==> config.mk <==
export PLATFORM = sky130hd
export DESIGN_NAME = gb5_col_cell
export DESIGN_NICKNAME = d
export VERILOG_FILES = /design/src/rtl/gb5_pkg.sv /design/src/rtl/gb5_col_cell.sv
export SDC_FILE = /design/constraint.sdc
export NUM_CORES = 1
export LEC_CHECK = 0
export ABC_AREA = 1
export CAP_MARGIN = 20
export CORE_ASPECT_RATIO = 0.7
export CORE_MARGIN = 2
export CORE_UTILIZATION = 45
export CTS_CLUSTER_SIZE = 20
export DETAILED_ROUTE_END_ITERATION = 16
export DONT_BUFFER_PORTS = 1
export SYNTH_ARGS = -nofsm -noshare
export SYNTH_HDL_FRONTEND = slang
export SYNTH_SLANG_ARGS = --single-unit
==> constraint.sdc <==
create_clock -name clock -period 9.4 [get_ports clock]
set_input_delay 1.88 -clock clock [delete_from_list [all_inputs] [get_ports clock]]
set_output_delay 1.88 -clock clock [all_outputs]
set_load 0.05 [all_outputs]
==> src/rtl/gb5_pkg.sv <==
// Shared constants, types and kernel weights for the 5x5 Gaussian blur.
package gb5_pkg;

   localparam int MAX_WIDTH  = 2048;
   localparam int MAX_HEIGHT = 2048;
   localparam int COL_W      = $clog2(MAX_WIDTH);
   localparam int ROW_W      = $clog2(MAX_HEIGHT);
   localparam int DIM_W      = 12;
   localparam int PIX_W      = 8;
   localparam int WGT_W      = 4;
   localparam int CSUM_W     = 14;
   localparam int SUM_W      = 16;
   localparam int POS_W      = 11;
   localparam int MIN_DIM    = 5;

   // floor(x / 159) == (x * 52759) >> 23 for every x up to 159 * 255
   localparam int RECIP_W     = 16;
   localparam int RECIP_MUL   = 52759;
   localparam int RECIP_SHIFT = 23;

   localparam logic CSR_IMAGE_WIDTH  = 1'b0;
   localparam logic CSR_IMAGE_HEIGHT = 1'b1;

   typedef logic [4:0][PIX_W-1:0] pix_col_type;
   typedef logic [4:0][WGT_W-1:0] wgt_col_type;

   localparam wgt_col_type KERN_EDGE = {4'd2, 4'd4, 4'd5, 4'd4, 4'd2};
   localparam wgt_col_type KERN_NEAR = {4'd4, 4'd9, 4'd12, 4'd9, 4'd4};
   localparam wgt_col_type KERN_MID  = {4'd5, 4'd12, 4'd15, 4'd12, 4'd5};

   function automatic wgt_col_type kern_col(input logic [2:0] col);
      wgt_col_type w;
      case (col)
         3'd0, 3'd4: w = KERN_EDGE;
         3'd1, 3'd3: w = KERN_NEAR;
         3'd2:       w = KERN_MID;
         default:    w = KERN_EDGE;
      endcase
      return w;
   endfunction

endpackage

==> src/rtl/gb5_col_cell.sv <==
// One window column: five pixels that move one cell left per beat, and their weighted sum.
module gb5_col_cell (
   input  logic                                    clock,
   input  logic                                    shift_en,
   input  gb5_pkg::pix_col_type                    col_in,
   input  gb5_pkg::wgt_col_type                    weights,
   output gb5_pkg::pix_col_type                    col_out,
   output logic [gb5_pkg::CSUM_W-1:0]              col_sum
);

   gb5_pkg::pix_col_type col_ff;

   always_ff @(posedge clock) begin
      if (shift_en) begin
         col_ff <= col_in;
      end
   end

   always_comb begin
      logic [gb5_pkg::CSUM_W-1:0] acc;
      acc = '0;
      for (int k = 0; k < 5; k++) begin
         acc = acc + gb5_pkg::CSUM_W'(col_ff[k]) * gb5_pkg::CSUM_W'(weights[k]);
      end
      col_sum = acc;
   end

   assign col_out = col_ff;

endmodule

# Yosys cells after proc, flatten, opt, wreduce, memory -nomap -nowiden
# Cells that the tools add are included.
# op_classes
n_addsub	4
n_mul	5
# ops
cell	count
8-bit by 4-bit multiplier with 12-bit output	5
14-bit by 12-bit adder with 14-bit output	2
13-bit by 12-bit adder with 14-bit output	1
12-bit by 12-bit adder with 13-bit output	1
# totals
word_cells	14
register_bits	40
input_bits	62
output_inout_bits	54

# Longest topological paths before layout
# depth
ltp_word	5
depth_mapped	25
mapped_depth_nobuf	24

# Worst setup path before layout
# OpenSTA, ideal clock, no wires.
# synth_timing
path_type	input-to-output
from	input weights[2] (netlist name)
to	output col_sum[9] (netlist name)
t_arrival_ns	7.264
stages	20
path_buffers	1
setup_slack_ns	0.256
t_required_ns	7.520
cell_sequence	clkbuf_1 -> nand2_1 -> fa_1 -> inv_1 -> fa_1 -> inv_1 -> fa_1 -> inv_1 -> fa_1 -> fa_1 -> fa_1 -> inv_1 -> fa_1 -> inv_1 -> ha_1 -> nand2_1 -> nor2_1 -> nand2_1 -> nand2_1 -> xor2_1
# synth_via
elab_chain_cells	5
# synth_rtl
item	line	rtl
start: declaration	gb5_col_cell.sv:6	input gb5_pkg::wgt_col_type weights,
8-bit by 4-bit multiplier with 12-bit output	gb5_col_cell.sv:23	acc = acc + gb5_pkg::CSUM_W'(col_ff[k]) * gb5_pkg::CSUM_W'(weights[k]);
12-bit by 12-bit adder with 13-bit output	gb5_col_cell.sv:23	
13-bit by 12-bit adder with 14-bit output	gb5_col_cell.sv:23	
14-bit by 12-bit adder with 14-bit output (2 in series)	gb5_col_cell.sv:23	
end: declaration	gb5_col_cell.sv:8	output logic [gb5_pkg::CSUM_W-1:0] col_sum
# Every way passes these cells.

# Worst setup path in the final report
# layout_timing
from	input weights[17] (netlist name)
to	output col_sum[13] (netlist name)
# layout_via
elab_chain_cells	2
# layout_rtl
item	line
8-bit by 4-bit multiplier with 12-bit output	gb5_col_cell.sv:23
14-bit by 12-bit adder with 14-bit output	gb5_col_cell.sv:23
# Every way passes these cells.

==> results.sh <==
export IMPL_status="completed"
export IMPL_relSlewSlack_pct=52.0
export IMPL_worst_slew_pin_slew_ns=0.721
export IMPL_ctsHtreeMaxLevel=2
export IMPL_clock_sinks=40
export IMPL_synth_cell_types=15
export IMPL_port_buffers=0
export IMPL_hold_path_class="in -> reg"
export IMPL_syn_nets=1024
export IMPL_cts_buffers=5
export IMPL_period_minus_slack_ns=8.82
export IMPL_startpoint_type="input pin"
export IMPL_cts_hold_buf=0
export IMPL_wl_mm=14.4
export IMPL_worstHoldStart="col_in[39]"
export IMPL_final_max_slew_viol_count=0
export IMPL_fin_crit_sh_pct=93.9
export IMPL_cp_common_cell="fa_1"
export IMPL_cp_max_fo=8
export IMPL_avgSynthCellArea_sq_um=8.61
export IMPL_cp_slowest_cell="fa_1"
export IMPL_yosys_area_share_adder_pct=49.9
export IMPL_synth_simple_area_share_pct=14.2
export IMPL_cap_violations=0
export IMPL_die_y_um=106
export IMPL_ys_warn_count=0
export IMPL_yosysSeqAreaShare_pct=18.0
export IMPL_setup_viol=0
export IMPL_synth_compound_area_share_pct=0.300
export IMPL_dieWidth_um=150
export IMPL_drt_iter0_markers=260
export IMPL_synth_top_family_by_area="adder cells"
export IMPL_multi_input_area_sq_um=4370
export IMPL_critPathKind="in -> out"
export IMPL_clkTransAtPathRegs_ns=0.07
export IMPL_synth_seq_cells=40
export IMPL_fill_cells=1472
export IMPL_fin_tns_setup_ns=0
export IMPL_hold_depth=0
export IMPL_ant_nets=0
export IMPL_grt_max_degree=41
export IMPL_num_io_pins=116
export IMPL_final_cell_mix="276 x inv_1, 217 x nand2_1, 134 x fa_1, 52 x ha_1, 40 x edfxtp_1"
export IMPL_syn_instance_count=776
export IMPL_vias=4582
export IMPL_first_global_vias=4795
export IMPL_avgRoutedWirePerCell_um=14.9
export IMPL_whs_endpoint="col_out[39]"
export IMPL_fin_nets=1018
export IMPL_dpl_hpwl_mm=12.6
export IMPL_required_ns=7.52
export IMPL_initial_core_util_pct=45.7
export IMPL_dr_pass1_iters=5
export IMPL_fmax_ghz=0.113
export IMPL_track_usage_pct=19.9
export IMPL_synth_xor_xnor_area_share_pct=1.05
export IMPL_antenna_found_initial=0
export IMPL_final_common_cell="inv_1"
export IMPL_max_stage_delay_ns=0.57
export IMPL_drc_errors=0
export IMPL_crit_arrival_ns=6.94
export IMPL_clockBufferDepth=2
export IMPL_gp_congestion=0.915
export IMPL_end_kind="output pin"
export IMPL_root_buffer="clkbuf_16"
export IMPL_postCtsSetupRepairBufs=0
export IMPL_synth_mux_area_share_pct=0
export IMPL_rsz0062_at_grt="false"
export IMPL_largest_reg_flops=40
export IMPL_core_sq_um=14600
export IMPL_grt_pass1_wl_mm=24.2
export IMPL_path_cells="nand2_1 -> inv_1 -> fa_1 -> inv_1 -> fa_1 -> inv_1 -> fa_1 -> fa_1 -> fa_1 -> fa_1 -> inv_1 -> fa_1 -> inv_1 -> ha_1 -> nand2_1 -> nor2_1 -> nand3_1 -> nand3_1 -> nand2_1 -> nand2_1"
export IMPL_gr_total_overflow=0
export IMPL_viasPerCell=4.74
export IMPL_drive_above_1_share_pct=2.46
export IMPL_syn_cell_area_sq_um=6680
export IMPL_antenna_cells=0
export IMPL_finalHoldViolations=0
export IMPL_ctsResizeCount=0
export IMPL_cts_tree="built"
export IMPL_final_seq_area_sq_um=1200
export IMPL_fp_dieArea_sq_um=15900
export IMPL_core_rowCount=37
export IMPL_area_delta_synth_final_pct=5.88
-- area by class of cell --
type / instances / area share [%]
well taps: 195 / 3.45
clock buffers: 5 / 1.77
flip-flops and latches: 40 / 17.0
clock inverters: 3 / 0.654
repair buffers: 7 / 0.743
inverters: 276 / 14.6
multi-input cells: 440 / 61.8
-- cells in the mapped netlist --
master    count  share of area, %
fa_1        134                40
inv_1       276                15
nand4_1       4              0.37
ha_1         52               9.7
clkbuf_1     20               1.1
nand3_2       2              0.30
xnor2_1       1              0.13
edfxtp_1     40                18
nand2_1     217                12
nor2_2        1             0.094
xor2_1        7              0.92
nand2_2       1             0.094
nor2_1        7              0.39
nand3_1      10              0.75
a21oi_1       4              0.30
-- how the worst max path moves through the flow --
stage | startpoint | slack [ns] | end
floorplan | weights[2] | 0.26 | col_sum[9]
finish | weights[17] | 0.58 | col_sum[13]
global placement | weights[17] | 0.63 | col_sum[13]
detailed placement | weights[17] | 0.56 | col_sum[13]
CTS | weights[17] | 0.56 | col_sum[13]
global route | weights[2] | 0.29 | col_sum[13]
-- per-layer routing --
metal,global-route usage [%],share of wire (%)
met5,0,0
met4,3.23,0.60
met3,5.41,8.9
met2,29.9,45
met1,29.4,45
-- worst max-delay path: cells and delay by family --
family	cells	cell delay [ns]
simple gates	7	0.92
buf+inv	5	0.26
fa+ha+maj	8	3.87
-- metrics by stage --
step / std cells / setup slack, ns / area [sq um] / utilization, % / hold slack, ns
global route: 966 / 0.294 / 7080 / 48.4 / 1.66
detailed placement: 958 / 0.562 / 6910 / 47.2 / 1.98
floorplan: 776 / 0.256 / 6680 / - / 1.98
CTS: 966 / 0.565 / 7080 / 48.4 / 1.66
finish: 966 / 0.578 / 7080 / 48.4 / 1.67
global placement: 958 / 0.627 / 6910 / 47.2 / 1.98
-- logic make-up after synthesis --
| kind of cell | count (synthesis) |
|---|---|
| simple gates | 242 |
| flops | 40 |
| compound gates | 4 |
| xor+xnor | 8 |
| fa+ha+maj | 186 |
| buf+inv | 296 |
Power is left out: the tool's default activity adds up to more than one toggle a clock period on the data nets, which glitch-free logic cannot reach.
